## config.mk

```make
export PLATFORM = sky130hd
export DESIGN_NAME = space_packet_finder
export DESIGN_NICKNAME = d
export VERILOG_FILES = /design/src/rtl/spf_pkg.sv /design/src/rtl/spf_parser.sv /design/src/rtl/spf_out_buf.sv /design/src/rtl/space_packet_finder.sv
export SDC_FILE = /design/constraint.sdc
export NUM_CORES = 1
export LEC_CHECK = 0
export ABC_AREA = 1
export BUFFER_PORTS_ARGS = -buffer_cell sky130_fd_sc_hd__buf_2
export CAP_MARGIN = 20
export CORE_MARGIN = 2
export CORE_UTILIZATION = 45
export DETAILED_ROUTE_END_ITERATION = 10
export PLACE_DENSITY = 0.68
export SKIP_CTS_REPAIR_TIMING = 1
export SYNTH_ARGS = -nofsm -noshare
export SYNTH_HDL_FRONTEND = slang
export SYNTH_HIERARCHICAL = 1
export SYNTH_SLANG_ARGS = --single-unit
```

## constraint.sdc

```tcl
create_clock -name i_clk -period 4.9 [get_ports i_clk]
set_input_delay 0.98 -clock i_clk [delete_from_list [all_inputs] [get_ports i_clk]]
set_output_delay 0.98 -clock i_clk [all_outputs]
set_load 0.02 [all_outputs]
```

## src/rtl/spf_pkg.sv

```systemverilog
// shared types and constants for the space packet finder
package spf_pkg;

    localparam int ID_REGS       = 4;
    localparam int ID_W          = 16;
    localparam int START_W       = 16;
    localparam int SIZE_W        = 17;
    localparam int HCNT_W        = 3;
    localparam int CFG_IDX_W     = 3;
    localparam int CFG_DATA_W    = 16;
    localparam int ID_COUNT_W    = 3;

    localparam logic [HCNT_W-1:0] HDR_AFTER_START = 3'd1;
    localparam logic [HCNT_W-1:0] HDR_AFTER_ID    = 3'd2;
    localparam logic [HCNT_W-1:0] HDR_LEN_HI      = 3'd4;
    localparam logic [HCNT_W-1:0] HDR_LEN_LO      = 3'd5;
    localparam logic [SIZE_W-1:0] SIZE_EXTRA      = 17'd7;

    localparam logic [CFG_IDX_W-1:0] CFG_ID_COUNT = 3'd0;
    localparam logic [CFG_IDX_W-1:0] CFG_ID_FIRST = 3'd1;
    localparam logic [CFG_IDX_W-1:0] CFG_ID_LAST  = 3'd4;

    typedef enum logic [1:0] {
        MODE_HUNT   = 2'd0,
        MODE_HEADER = 2'd1,
        MODE_SKIP   = 2'd2
    } t_mode;

    typedef enum logic [1:0] {
        ST_FOUND = 2'd0,
        ST_SPLIT = 2'd1,
        ST_NONE  = 2'd2
    } t_status;

    typedef struct packed {
        t_status              status;
        logic [START_W-1:0]   start;
        logic [SIZE_W-1:0]    size;
    } t_result;

endpackage

```

## src/rtl/spf_parser.sv

```systemverilog
// per-byte header hunt, length capture and body skip with config registers
module spf_parser #(
    parameter int MAX_FRAME_BYTES = 65536,
    parameter int NUM_IDS         = 4
) (
    input  logic                           i_clk,
    input  logic                           i_rst_n,
    input  logic                           i_accept,
    input  logic [7:0]                     i_data_byte,
    input  logic                           i_frame_last,
    input  logic                           i_cfg_we,
    input  logic [spf_pkg::CFG_IDX_W-1:0]  i_cfg_index,
    input  logic [spf_pkg::CFG_DATA_W-1:0] i_cfg_data,
    output logic                           o_res_valid,
    output spf_pkg::t_result               o_res
);
    import spf_pkg::*;

    localparam int PW       = (MAX_FRAME_BYTES > 1) ? $clog2(MAX_FRAME_BYTES) : 1;
    localparam int ID_LIMIT = (NUM_IDS < ID_REGS) ? NUM_IDS : ID_REGS;
    localparam logic [PW-1:0] POS_MAX = PW'(MAX_FRAME_BYTES - 1);

    logic [ID_COUNT_W-1:0] r_id_count;
    logic [ID_W-1:0]       r_valid_id [ID_REGS];

    t_mode              r_mode, n_mode, mode_step;
    logic [PW-1:0]      r_pos, n_pos;
    logic [7:0]         r_prev, n_prev;
    logic               r_have_prev, n_have_prev;
    logic [HCNT_W-1:0]  r_hcnt, n_hcnt;
    logic [START_W-1:0] r_start, n_start;
    logic [7:0]         r_len_hi, n_len_hi;
    logic [SIZE_W-1:0]  r_skip, n_skip;
    logic [SIZE_W-1:0]  r_total, n_total;

    logic [ID_COUNT_W-1:0] id_lim;
    logic                  id_hit;
    logic [SIZE_W-1:0]     skip_dec;
    logic [SIZE_W-1:0]     len_field;
    logic                  found;

    assign id_lim    = (r_id_count > ID_COUNT_W'(ID_LIMIT)) ? ID_COUNT_W'(ID_LIMIT)
                                                            : r_id_count;
    assign skip_dec  = (r_skip != '0) ? r_skip - 1'b1 : '0;
    assign len_field = {1'b0, r_len_hi, i_data_byte};

    always_comb begin
        id_hit = 1'b0;
        for (int k = 0; k < ID_REGS; k++) begin
            if ((ID_COUNT_W'(k) < id_lim) && (r_valid_id[k] == {r_prev, i_data_byte})) begin
                id_hit = 1'b1;
            end
        end
    end

    // mode transition for this byte, before the frame end is applied
    always_comb begin
        mode_step = r_mode;
        case (r_mode)
            MODE_HUNT: begin
                if (r_id_count == '0 || (r_have_prev && id_hit)) begin
                    mode_step = MODE_HEADER;
                end
            end
            MODE_HEADER: begin
                if (r_hcnt == HDR_LEN_LO) begin
                    mode_step = MODE_SKIP;
                end
            end
            MODE_SKIP: begin
                if (skip_dec == '0) begin
                    mode_step = MODE_HUNT;
                end
            end
            default: mode_step = MODE_HUNT;
        endcase
        n_mode = i_frame_last ? MODE_HUNT : mode_step;
    end

    always_comb begin
        n_pos       = r_pos;
        n_prev      = r_prev;
        n_have_prev = r_have_prev;
        n_hcnt      = r_hcnt;
        n_start     = r_start;
        n_len_hi    = r_len_hi;
        n_skip      = r_skip;
        n_total     = r_total;
        found       = 1'b0;
        case (r_mode)
            MODE_HUNT: begin
                if (r_id_count == '0) begin
                    n_start = START_W'(r_pos);
                    n_hcnt  = HDR_AFTER_START;
                end else if (r_have_prev && id_hit) begin
                    n_start = START_W'(r_pos) - 1'b1;
                    n_hcnt  = HDR_AFTER_ID;
                end else begin
                    n_prev      = i_data_byte;
                    n_have_prev = 1'b1;
                end
            end
            MODE_HEADER: begin
                if (r_hcnt == HDR_LEN_HI) begin
                    n_len_hi = i_data_byte;
                end else if (r_hcnt == HDR_LEN_LO) begin
                    n_total = len_field + SIZE_EXTRA;
                    n_skip  = len_field + 1'b1;
                end
                n_hcnt = r_hcnt + 1'b1;
            end
            MODE_SKIP: begin
                n_skip = skip_dec;
                if (skip_dec == '0) begin
                    found       = 1'b1;
                    n_have_prev = 1'b0;
                    n_hcnt      = '0;
                end
            end
            default: ;
        endcase

        o_res_valid = i_accept && (found || i_frame_last);
        if (found) begin
            o_res = '{status: ST_FOUND, start: r_start, size: r_total};
        end else if (mode_step == MODE_SKIP) begin
            o_res = '{status: ST_SPLIT, start: n_start, size: n_total};
        end else begin
            o_res = '{status: ST_NONE, start: '0, size: SIZE_W'(r_pos) + 1'b1};
        end

        if (i_frame_last) begin
            n_pos       = '0;
            n_prev      = '0;
            n_have_prev = 1'b0;
            n_hcnt      = '0;
            n_start     = '0;
            n_len_hi    = '0;
            n_skip      = '0;
            n_total     = '0;
        end else if (r_pos < POS_MAX) begin
            n_pos = r_pos + 1'b1;
        end
    end

    always_ff @(posedge i_clk) begin
        if (!i_rst_n) begin
            r_mode      <= MODE_HUNT;
            r_pos       <= '0;
            r_prev      <= '0;
            r_have_prev <= 1'b0;
            r_hcnt      <= '0;
            r_start     <= '0;
            r_len_hi    <= '0;
            r_skip      <= '0;
            r_total     <= '0;
        end else if (i_accept) begin
            r_mode      <= n_mode;
            r_pos       <= n_pos;
            r_prev      <= n_prev;
            r_have_prev <= n_have_prev;
            r_hcnt      <= n_hcnt;
            r_start     <= n_start;
            r_len_hi    <= n_len_hi;
            r_skip      <= n_skip;
            r_total     <= n_total;
        end
    end

    always_ff @(posedge i_clk) begin
        if (!i_rst_n) begin
            r_id_count <= '0;
            for (int k = 0; k < ID_REGS; k++) begin
                r_valid_id[k] <= '0;
            end
        end else if (i_cfg_we) begin
            if (i_cfg_index == CFG_ID_COUNT) begin
                r_id_count <= i_cfg_data[ID_COUNT_W-1:0];
            end else if (i_cfg_index >= CFG_ID_FIRST && i_cfg_index <= CFG_ID_LAST) begin
                r_valid_id[2'(i_cfg_index - CFG_ID_FIRST)] <= i_cfg_data[ID_W-1:0];
            end
        end
    end

    a_hunt_no_header: assert property (@(posedge i_clk) disable iff (!i_rst_n)
        (r_mode == MODE_HUNT) |-> (r_hcnt == '0))
        else $error("header count not clear while hunting");

    a_header_count: assert property (@(posedge i_clk) disable iff (!i_rst_n)
        (r_mode == MODE_HEADER) |-> (r_hcnt >= HDR_AFTER_START && r_hcnt <= HDR_LEN_LO))
        else $error("header count out of range");

    a_skip_pending: assert property (@(posedge i_clk) disable iff (!i_rst_n)
        (r_mode == MODE_SKIP) |-> (r_skip != '0))
        else $error("skip mode with nothing left to skip");

endmodule

```

## src/rtl/spf_out_buf.sv

```systemverilog
// output register with one skid entry for result words
module spf_out_buf (
    input  logic             i_clk,
    input  logic             i_rst_n,
    input  logic             i_res_valid,
    input  spf_pkg::t_result i_res,
    output logic             o_in_ready,
    output logic             o_valid,
    input  logic             i_ready,
    output spf_pkg::t_result o_res
);
    import spf_pkg::*;

    logic    r_ov, r_sv;
    t_result r_out, r_skid;
    logic    out_free;

    assign out_free   = !r_ov || i_ready;
    assign o_in_ready = !r_sv;
    assign o_valid    = r_ov;
    assign o_res      = r_out;

    always_ff @(posedge i_clk) begin
        if (!i_rst_n) begin
            r_ov <= 1'b0;
            r_sv <= 1'b0;
        end else if (out_free) begin
            if (r_sv) begin
                r_ov <= 1'b1;
                r_sv <= 1'b0;
            end else begin
                r_ov <= i_res_valid;
            end
        end else if (i_res_valid) begin
            r_sv <= 1'b1;
        end
    end

    always_ff @(posedge i_clk) begin
        if (out_free) begin
            r_out <= r_sv ? r_skid : i_res;
        end else if (i_res_valid) begin
            r_skid <= i_res;
        end
    end

    a_skid_behind_out: assert property (@(posedge i_clk) disable iff (!i_rst_n)
        r_sv |-> r_ov)
        else $error("skid entry held with empty output register");

    a_skid_on_stall: assert property (@(posedge i_clk) disable iff (!i_rst_n)
        $rose(r_sv) |-> $past(r_ov && !i_ready && i_res_valid))
        else $error("skid entry filled without a stalled output");

endmodule

```

## src/rtl/space_packet_finder.sv

```systemverilog
// top level of the space packet finder
//
//  channel  direction  handshake                  payload
//  input    in         i_valid / o_ready          i_data_byte, i_frame_last
//  result   out        o_valid / i_ready          o_status, o_packet_start, o_packet_size
//  config   in         i_cfg_valid / o_cfg_ready  i_cfg_index, i_cfg_data
//
// one byte word per cycle while o_ready is high; the parse state updates in the
// accepting cycle and the result that a byte causes is registered for the output
// an output register plus one skid entry hold results; input stalls only
// when both are full
// synchronous active-low reset clears parse state and all id registers
// config is always ready; writes to indexes past the last id are dropped
module space_packet_finder #(
    parameter int MAX_FRAME_BYTES = 65536,
    parameter int NUM_IDS         = 4
) (
    input  logic                           i_clk,
    input  logic                           i_rst_n,
    input  logic                           i_valid,
    output logic                           o_ready,
    input  logic [7:0]                     i_data_byte,
    input  logic                           i_frame_last,
    output logic                           o_valid,
    input  logic                           i_ready,
    output logic [1:0]                     o_status,
    output logic [spf_pkg::START_W-1:0]    o_packet_start,
    output logic [spf_pkg::SIZE_W-1:0]     o_packet_size,
    input  logic                           i_cfg_valid,
    output logic                           o_cfg_ready,
    input  logic [spf_pkg::CFG_IDX_W-1:0]  i_cfg_index,
    input  logic [spf_pkg::CFG_DATA_W-1:0] i_cfg_data
);
    import spf_pkg::*;

    logic    accept;
    logic    res_valid;
    t_result res;
    t_result out_res;

    assign o_cfg_ready = 1'b1;
    assign accept      = i_valid && o_ready;

    spf_parser #(
        .MAX_FRAME_BYTES(MAX_FRAME_BYTES),
        .NUM_IDS        (NUM_IDS)
    ) u_parser (
        .i_clk       (i_clk),
        .i_rst_n     (i_rst_n),
        .i_accept    (accept),
        .i_data_byte (i_data_byte),
        .i_frame_last(i_frame_last),
        .i_cfg_we    (i_cfg_valid),
        .i_cfg_index (i_cfg_index),
        .i_cfg_data  (i_cfg_data),
        .o_res_valid (res_valid),
        .o_res       (res)
    );

    spf_out_buf u_out_buf (
        .i_clk      (i_clk),
        .i_rst_n    (i_rst_n),
        .i_res_valid(res_valid),
        .i_res      (res),
        .o_in_ready (o_ready),
        .o_valid    (o_valid),
        .i_ready    (i_ready),
        .o_res      (out_res)
    );

    assign o_status       = out_res.status;
    assign o_packet_start = out_res.start;
    assign o_packet_size  = out_res.size;

endmodule
```

==> summary.md, run 1 <==
| Metric | Value |
|---|---|
| Outcome | finished, final reports clean |
| Number of synthesized register bits | 227 |
| Worst-Margin Slew | 1.03 ns |
| Clk sink count | 227 |
| Critical path peak fanout | 36 |
| Setup skew after layout | 0.00723 ns |
| Number of flops mapped to enable cells by yosys | 134 |
| Cell type contributing the most total cell area after synthesis | sky130_fd_sc_hd__edfxtp_1 |
| Vias per Instance | 5.27 |
| Kind of critical path | register to register |
| Setup repair after global routing missed its margin | false |
| Input/output buffers | 69 |
| GRT Total Usage | 23.4% |
| Clock network latency to the later pin of the worst-skew pair | 0.53 ns |
| Die span in x | 173 µm |
| Die height | 173 µm |
| Area grow syn2layout | 11.5% |
| Worst slew margin relative to its limit | 31.2% |
| Area of the core | 27900 µm² |
| Placer's final routability congestion estimate | 0.999 |
| Cell count after synthesis | 1715 |
| Switching power share of the total | 26.1% |
| Via Count | 11400 |
| Total inserted antenna cells | 0 |
| Number of max-cap violations | 0 |
| Wire length of the first global-routing pass | 56.8 mm |
| Die Area | 29900 µm² |
| Worst Path Arrival | 4.05 ns |
| Clock share of power | 42.5% |
| Count of final setup violators | 0 |
| Drt wl/cell | 16.6 µm |
| Residual DRC | 0 |
| Antenna Violating Nets Remaining | 0 |
| Leading cell types by total area after synthesis | sky130_fd_sc_hd__edfxtp_1 (31%), sky130_fd_sc_hd__nand2_1 (16%), sky130_fd_sc_hd__dfxtp_1 (15%), sky130_fd_sc_hd__nor2_1 (5.7%), sky130_fd_sc_hd__inv_1 (4.4%) |
| Fraction of synthesis flops using an asynchronous set or reset pin | 0% |
| Hold Fails Final Rpt | 0 |
| Layout Nets | 1803 |
| Data required time of the critical path | 5.07 ns |
| Top-level port count | 71 |
| Crit-path max cell delay | 0.42 ns |
| Level count of the clock H-tree | 1 |
| Min Tclk post-route | 3.88 ns |
| Fmax | 0.258 GHz |
| Power spent charging and discharging nets | 1.25 mW |
| Max Buffers Root-to-Sink | 3 |
| Power density relative to cell area | 335 nW/µm² |
| Largest net degree at the start of global routing | 70 |
| Standard-cell rows | 61 |
| Global route total overflow | 0 |
| Fin. max-slew vios | 0 |
| Critical-path cell list | inv_1 > ha_1 > nand2_2 > nor2_4 > nand3_2 > nand3_1 > nand2_1 > nor3_1 > nand2_1 > nor3_2 > nand3_2 > buf_4 > a21oi_1 > inv_1 > nor2_2 > buf_4 |
| Antenna violations before repair | 0 |
| Top flip-flop cell by instance count after synthesis | sky130_fd_sc_hd__edfxtp_1 |
| Worst Hold Class | register to register |
| Clock transition time at the flip-flop clock pins of the worst setup and hold paths | 0.05 ns |
| Number of detailed-routing iterations run before antenna repair | 6 |
| Min setup slack post-route | 1.02 ns |
| Library cells used by synthesis | 53 |
| Highest ir drop seen on vdd | 222 µV |
| Leakage | 6.16 nW |
| Startpoint Class | register |
| Total of fill cells in the finished design | 2726 |
| Initial drt markers | 1048 |
| Master cell of the clock root buffer | sky130_fd_sc_hd__clkbuf_16 |
| Starting density of the core | 45.9% |
| Detailed-placement wirelength estimate | 26.2 mm |
| Average footprint of a synthesized cell | 7.48 µm² |
| Sequential area share after synthesis | 45.9% |
| Area taken by flip-flops and latches | 5890 µm² |
| Share of post-route cells with drive strength above 1 | 10.0% |
| CTS tree | built |
| Cell-internal power | 3.54 mW |
| Placement Setup Slack | 0.857 ns |
| Post-route worst hold slack | 0.470 ns |
| Synthesized area | 12800 µm² |
| CP max stage cell | sky130_fd_sc_hd__nand3_2 |
| Synthesized Nets | 1762 |
| Wire length after detailed routing | 35.8 mm |
| Category of the worst setup path capture point | register |
| Fraction of power consumed by combinational cells | 12.6% |
| Sequential cell fraction of total power | 44.8% |
| Post-layout utilization of the core | 51.2% |
| Num CTS Buffers | 26 |
| Area of the multi-input gates | 5940 µm² |
| Share of Yosys cell area claimed by the top area cell type | 31.4% |
| Total number of yosys warnings | 6 |
| Post-route fraction of the period consumed by the critical path | 79.2% |
| Vias in the first global route | 10600 |
| Post-route setup TNS | 0 ns |
worst max-delay path: cells and delay by family (launching register included):
kind | cells | cell delay (ns)
and+or+nand+nor | 10 | 1.67
DFF | 1 | 0.31
adders and majority gates | 1 | 0.29
buffers and inverters | 4 | 0.91
AOI/OAI and AO/OA | 1 | 0.30
layer usage:
metal | track usage (%) | up-vias | share of wire, %
met5 | 0 | - | 0
met4 | 6.39 | 0 | 2.5
met3 | 3.69 | 61 | 6.4
met2 | 39.4 | 360 | 47
met1 | 31.3 | 5295 | 44
li1 | - | 5639 | -
power by group through the flow:
stage / combinational, mW / sequential (mW) / clock [mW]
after floorplan: 0.423 / 2.18 / 0
after global placement: 0.592 / 2.19 / 0
after detailed placement: 0.596 / 2.19 / 0
after CTS: 0.599 / 2.15 / 2.06
after global routing: 0.673 / 2.15 / 2.14
final: 0.606 / 2.15 / 2.04
flip-flops by register name, indices dropped and copies added, names as in the netlist:
signal and cells:
u_parser/r_total 17, u_parser/r_skip 17, u_out_buf/r_skid 35, u_parser/r_prev 8
u_out_buf/o_res 35, u_parser/r_start 16, u_parser/r_valid_id 64, u_out_buf/r_sv 1
u_parser/r_hcnt 3, u_parser/r_pos 16, u_parser/r_mode 2, u_parser/r_id_count 3
u_out_buf/o_valid 1, u_parser/r_have_prev 1, u_parser/r_len_hi 8
cells in the mapped netlist, types with 2 or more instances:
master	number
sky130_fd_sc_hd__clkbuf_1	41
sky130_fd_sc_hd__o21ai_1	4
sky130_fd_sc_hd__buf_6	2
sky130_fd_sc_hd__or2_0	4
sky130_fd_sc_hd__ha_1	14
sky130_fd_sc_hd__nand3b_1	5
sky130_fd_sc_hd__nand4_1	27
sky130_fd_sc_hd__inv_2	11
sky130_fd_sc_hd__o211ai_1	14
sky130_fd_sc_hd__o21bai_1	7
sky130_fd_sc_hd__a22oi_1	4
sky130_fd_sc_hd__buf_4	4
sky130_fd_sc_hd__o21ai_0	98
sky130_fd_sc_hd__o31ai_1	2
sky130_fd_sc_hd__a211oi_1	3
sky130_fd_sc_hd__clkinv_1	5
sky130_fd_sc_hd__nand3_1	91
sky130_fd_sc_hd__nand2_2	14
sky130_fd_sc_hd__buf_8	4
sky130_fd_sc_hd__nor2_1	196
sky130_fd_sc_hd__nor3_1	13
sky130_fd_sc_hd__o21a_1	3
sky130_fd_sc_hd__dfxtp_1	93
sky130_fd_sc_hd__nand3_2	8
sky130_fd_sc_hd__xor2_1	48
sky130_fd_sc_hd__nand2_1	563
sky130_fd_sc_hd__nor4_1	6
sky130_fd_sc_hd__buf_1	3
sky130_fd_sc_hd__nor2_2	4
sky130_fd_sc_hd__nand2_4	3
sky130_fd_sc_hd__edfxtp_1	134
sky130_fd_sc_hd__a21oi_1	94
sky130_fd_sc_hd__buf_2	19
sky130_fd_sc_hd__inv_1	150
sky130_fd_sc_hd__xnor2_1	6
kinds of logic (layout without fill, tap and decap cells):
kind of cell / Yosys count / after routing / share of synthesized area (%)
other: 1 / 1 / 0.0293
adder cells (fa/ha/maj): 14 / 14 / 1.37
AND/OR/NAND/NOR: 942 / 942 / 31.0
AO/OA/AOI/OAI: 236 / 236 / 10.1
buffers and inverters: 241 / 302 / 7.85
XOR/XNOR: 54 / 54 / 3.69
flip-flops: 227 / 227 / 45.9
placed cells by master, fill, tap and decap left out, types with 18 or more instances in the layout:
cell                        count
sky130_fd_sc_hd__buf_4         18
sky130_fd_sc_hd__nand3_1       91
sky130_fd_sc_hd__o21ai_0       98
sky130_fd_sc_hd__clkbuf_16     27
sky130_fd_sc_hd__nor2_1       194
sky130_fd_sc_hd__buf_2         69
sky130_fd_sc_hd__a21oi_1       94
sky130_fd_sc_hd__dfxtp_1       93
sky130_fd_sc_hd__xor2_1        48
sky130_fd_sc_hd__inv_1        150
sky130_fd_sc_hd__nand4_1       27
sky130_fd_sc_hd__nand2_1      563
sky130_fd_sc_hd__edfxtp_1     134
stage by stage:
stage	std cells	area [µm²]	total power [mW]
detailed placement	2106	13400	2.78
global route	2154	14300	4.97
finish	2154	14300	4.79
floorplan	1715	12800	2.61
CTS	2154	14300	4.81
global placement	2105	13400	2.78
worst paths after layout:
path	startpoint	endpoint	slack (ns)	cells past startpoint
worst max-delay path	u_parser/r_skip[0]	u_out_buf/r_skid[30]	1.02	16
worst max register to register	u_parser/r_skip[0]	u_out_buf/r_skid[30]	1.02	16
worst min-delay path	u_parser/r_skip[0]	u_parser/r_skip[0]	0.47	2
worst min register to register	u_parser/r_skip[0]	u_parser/r_skip[0]	0.47	2
cell type report:
cell class,instances,area share [%]
Timing Repair Buffer,87,3.36
Clock inverter,13,1.31
Multi-Input combinational cell,1247,41.5
Tap cell,378,3.31
Sequential cell,227,41.2
Inverter,167,4.39
Clock buffer,35,4.94
No activity file was read; power rests on OpenSTA's default activity.
==> run 2: changes to the inputs <==
Settings changed: ABC_AREA 1 to 0, PLACE_DENSITY 0.68 to 0.7.
Clock period 4.9 ns to 3.5 ns, I/O delays scaled along.
==> run 2 against run 1 <==
  * The run now ends with setup timing left
  * Via count decreased by 10%
  * Synthesized area decreased by 1.9%
  * First-iteration DRC count is 16% lower
  * Cell count fell by 16%
  * Worst setup slack worse by 1.3 ns
  * Clock power up 39%
  * Flip-flop and latch count unchanged
  * Critical path depth decreased by 5
  * Sequential share of layout area is 1.8 points lower
  * Global-route usage decreased by 0.34 points
==> summary.md, run 2 <==
| Metric | Value |
|---|---|
| Min Tclk post-route | 3.77 ns (-0.112 ns) |
| Drt wl/cell | 18.8 µm (+13%) |
| Initial drt markers | 881 (-16%) |
| Fmax | 0.265 GHz (+3.0%) |
| Reg2reg start | u_parser/r_skip[12] |
| Setup skew after layout | 0.0188 ns (+0.0115 ns) |
| Total inserted antenna cells | 0 (unchanged) |
| Share of post-route cells with drive strength above 1 | 22.0% (+12 points) |
| Most used cells in the layout excluding fill and tap cells | sky130_fd_sc_hd__nor2_1 (142), sky130_fd_sc_hd__edfxtp_1 (134), sky130_fd_sc_hd__buf_4 (98) |
| Setup repair after global routing missed its margin | true |
| Flip-flop count of the largest register, all copies and words added | 64 (unchanged) |
| Residual DRC | 0 (unchanged) |
| Worst slew margin relative to its limit | 31.6% (+0.50 points) |
| Worst Path Arrival | 4.05 ns (about the same) |
| Outcome | finished, violations left |
| Starting density of the core | 45.5% (-0.36 points) |
| Clock network latency to the later pin of the worst-skew pair | 0.54 ns (about the same) |
| Placer's final routability congestion estimate | 0.903 (-9.6%) |
| Worst-Margin Slew | 1.02 ns (-0.00658 ns) |
| Leading cell types by total area after synthesis | sky130_fd_sc_hd__edfxtp_1 (32%), sky130_fd_sc_hd__dfxtp_1 (15%), sky130_fd_sc_hd__xor2_1 (4.7%), sky130_fd_sc_hd__nor2_1 (4.5%), sky130_fd_sc_hd__and2_1 (3.8%) |
| Vias per Instance | 5.64 (+7.1%) |
| GRT Total Usage | 23.0% (-0.34 points) |
| Kind of critical path | register to register |
| Via Count | 10200 (-10%) |
| Number of max-cap violations | 0 (unchanged) |
| Register containing the most flip-flops in the final layout | u_parser/r_valid_id |
| Max Buffers Root-to-Sink | 3 (unchanged) |
| Synthesized Nets | 1344 (-24%) |
| Fin. max-slew vios | 0 (unchanged) |
| Highest ir drop seen on vdd | 315 µV (+42%) |
| Worst Hold Launch | i_cfg_data[9] |
| Failing checks | setup timing |
| Count of final setup violators | 32 (+32) |
| Master cell of the clock root buffer | sky130_fd_sc_hd__clkbuf_16 |
| Level count of the clock H-tree | 1 (unchanged) |
| Die height | 171 µm (-0.91%) |
| Synthesized area | 12600 µm² (-1.9%) |
| Worst Hold Class | input pin to register |
| Number of flops mapped to enable cells by yosys | 134 (unchanged) |
| Critical path peak fanout | 15 (-58%) |
| Wire length after detailed routing | 34.0 mm (-4.9%) |
| Number of synthesized register bits | 227 (unchanged) |
| Die Area | 29300 µm² (-1.8%) |
| Antenna Violating Nets Remaining | 0 (unchanged) |
| Detailed-placement wirelength estimate | 24.3 mm (-7.3%) |
| Most frequent cell after synthesis | sky130_fd_sc_hd__nor2_1 |
| Cell type contributing the most total cell area after synthesis | sky130_fd_sc_hd__edfxtp_1 |
| Area grow syn2layout | 18.9% |
| Library cells used by synthesis | 71 (+34%) |
| Min setup slack post-route | -0.268 ns (-1.29 ns) |
| Final total power | 6.50 mW (+36%) |
| Start point of the critical path | u_parser/r_skip[12] |
| Area of the core | 27600 µm² (-1.1%) |
| Leakage | 5.74 nW (-6.9%) |
| Top post-synthesis cells by count | sky130_fd_sc_hd__nor2_1 (150), sky130_fd_sc_hd__edfxtp_1 (134), sky130_fd_sc_hd__dfxtp_1 (93) |
| Global route total overflow | 0 (unchanged) |
| Total number of yosys warnings | 6 (unchanged) |
| Category of the worst setup path capture point | register |
| Top-level port count | 71 (unchanged) |
| Fraction of synthesis flops using an asynchronous set or reset pin | 0% (unchanged) |
| Num CTS Buffers | 26 (unchanged) |
| Wire length of the first global-routing pass | 52.9 mm (-6.9%) |
| Cell count after synthesis | 1297 (-24%) |
| Most common cell after layout, fill and taps aside | sky130_fd_sc_hd__nor2_1 |
| Average footprint of a synthesized cell | 9.70 µm² (+30%) |
| Placed Cells incl. Taps | 1757 (-17%) |
| Sequential area share after synthesis | 46.8% (+0.87 points) |
| Setup slack of the worst register-to-register path | -0.27 ns (-1.29 ns) |
| Post-route fraction of the period consumed by the critical path | 108% (+28 points) |
| Vias in the first global route | 9684 (-8.3%) |
| Die span in x | 171 µm (-0.91%) |
| Startpoint Class | register |
| Antenna violations before repair | 0 (unchanged) |
| Power density relative to cell area | 434 nW/µm² (+30%) |
| Standard-cell rows | 61 (unchanged) |
| Top flip-flop cell by instance count after synthesis | sky130_fd_sc_hd__edfxtp_1 |
| Clk sink count | 227 (unchanged) |
| Number of detailed-routing iterations run before antenna repair | 6 (unchanged) |
| Layout Nets | 1457 (-19%) |
| Clock transition time at the flip-flop clock pins of the worst setup and hold paths | 0.06 ns (about the same) |
| Number of standard cells in the layout, taps in and fillers out | 1807 (-16%) |
| Post-route worst hold slack | 0.480 ns (+0.0104 ns) |
| Placement Setup Slack | -0.391 ns (-1.25 ns) |
| Largest net degree at the start of global routing | 70 (unchanged) |
| Data required time of the critical path | 3.78 ns (-1.29 ns) |
| Share of Yosys cell area claimed by the top area cell type | 32.0% (+0.60 points) |
| Input/output buffers | 69 (unchanged) |
| Post-layout utilization of the core | 54.2% (+3.0 points) |
| CTS tree | built |
| Hold Fails Final Rpt | 0 (unchanged) |
[run 2: worst paths after layout]
check,depth (start not counted),to
worst max-delay path,11,u_out_buf/o_res[1]
worst max register to register,11,u_out_buf/o_res[1]
worst min-delay path,2,u_parser/r_valid_id[1][9]
worst min register to register,1,u_parser/r_start[1]
[run 2: layer usage]
metal	GRT usage (%)	share of wire, %	up-vias
met5	0	0	-
met4	8.95	3.6	0
met1	29.3	42	4881
met2	40.0	49	383
li1	-	-	4858
met3	2.92	5.7	77
[run 2: final cells by class]
| type | instances | area [µm²] |
|---|---|---|
| flip-flops and latches | 227 | 5890 |
| clock inverters | 15 | 164 |
| fillers | 2501 | 12700 |
| clock buffers | 32 | 746 |
| multi-input cells | 947 | 6340 |
| inverters | 32 | 120 |
| well taps | 378 | 473 |
| repair buffers | 176 | 1230 |
[run 2: logic make-up (layout without fill, tap and decap cells)]
kind of cell | after synthesis | count (layout) | synth area share, %
multiplexers | 78 | 78 | 7.55
AND/OR/NAND/NOR | 498 | 498 | 20.2
buffers and inverters | 123 | 255 | 4.29
other | 1 | 1 | 0.0298
XOR/XNOR | 113 | 113 | 7.87
adder cells (fa/ha/maj) | 14 | 14 | 1.39
flip-flops | 227 | 227 | 46.8
AO/OA/AOI/OAI | 243 | 243 | 11.9
[run 2: per-stage QoR]
| step | instance area [µm²] | TNS (ns) |
|---|---|---|
| floorplan | 12600 | -11.78 |
| global placement | 13900 | -11.42 |
| detailed placement | 13900 | -12.27 |
| CTS | 14800 | -12.43 |
| global route | 15000 | -7.48 |
| finish | 15000 | -4.58 |
[run 2: where the power goes]
group	switching, mW	total (mW)	internal (mW)
Clock	1.11	2.84	1.73
Combinational	0.426	0.689	0.263
Sequential	0.0571	2.97	2.91
[run 2: critical path, stage by stage, from the launching register on]
cell                       delay [ns]
sky130_fd_sc_hd__dfxtp_1         0.31
sky130_fd_sc_hd__or3_4           0.39
sky130_fd_sc_hd__or3_4           0.34
sky130_fd_sc_hd__or4_4           0.42
sky130_fd_sc_hd__or4_4           0.43
sky130_fd_sc_hd__o21ba_4         0.22
sky130_fd_sc_hd__o31a_1          0.28
sky130_fd_sc_hd__nor3_4          0.24
sky130_fd_sc_hd__buf_12          0.20
sky130_fd_sc_hd__mux2i_1         0.20
sky130_fd_sc_hd__o2bb2a_2        0.24
sky130_fd_sc_hd__mux2_2          0.26
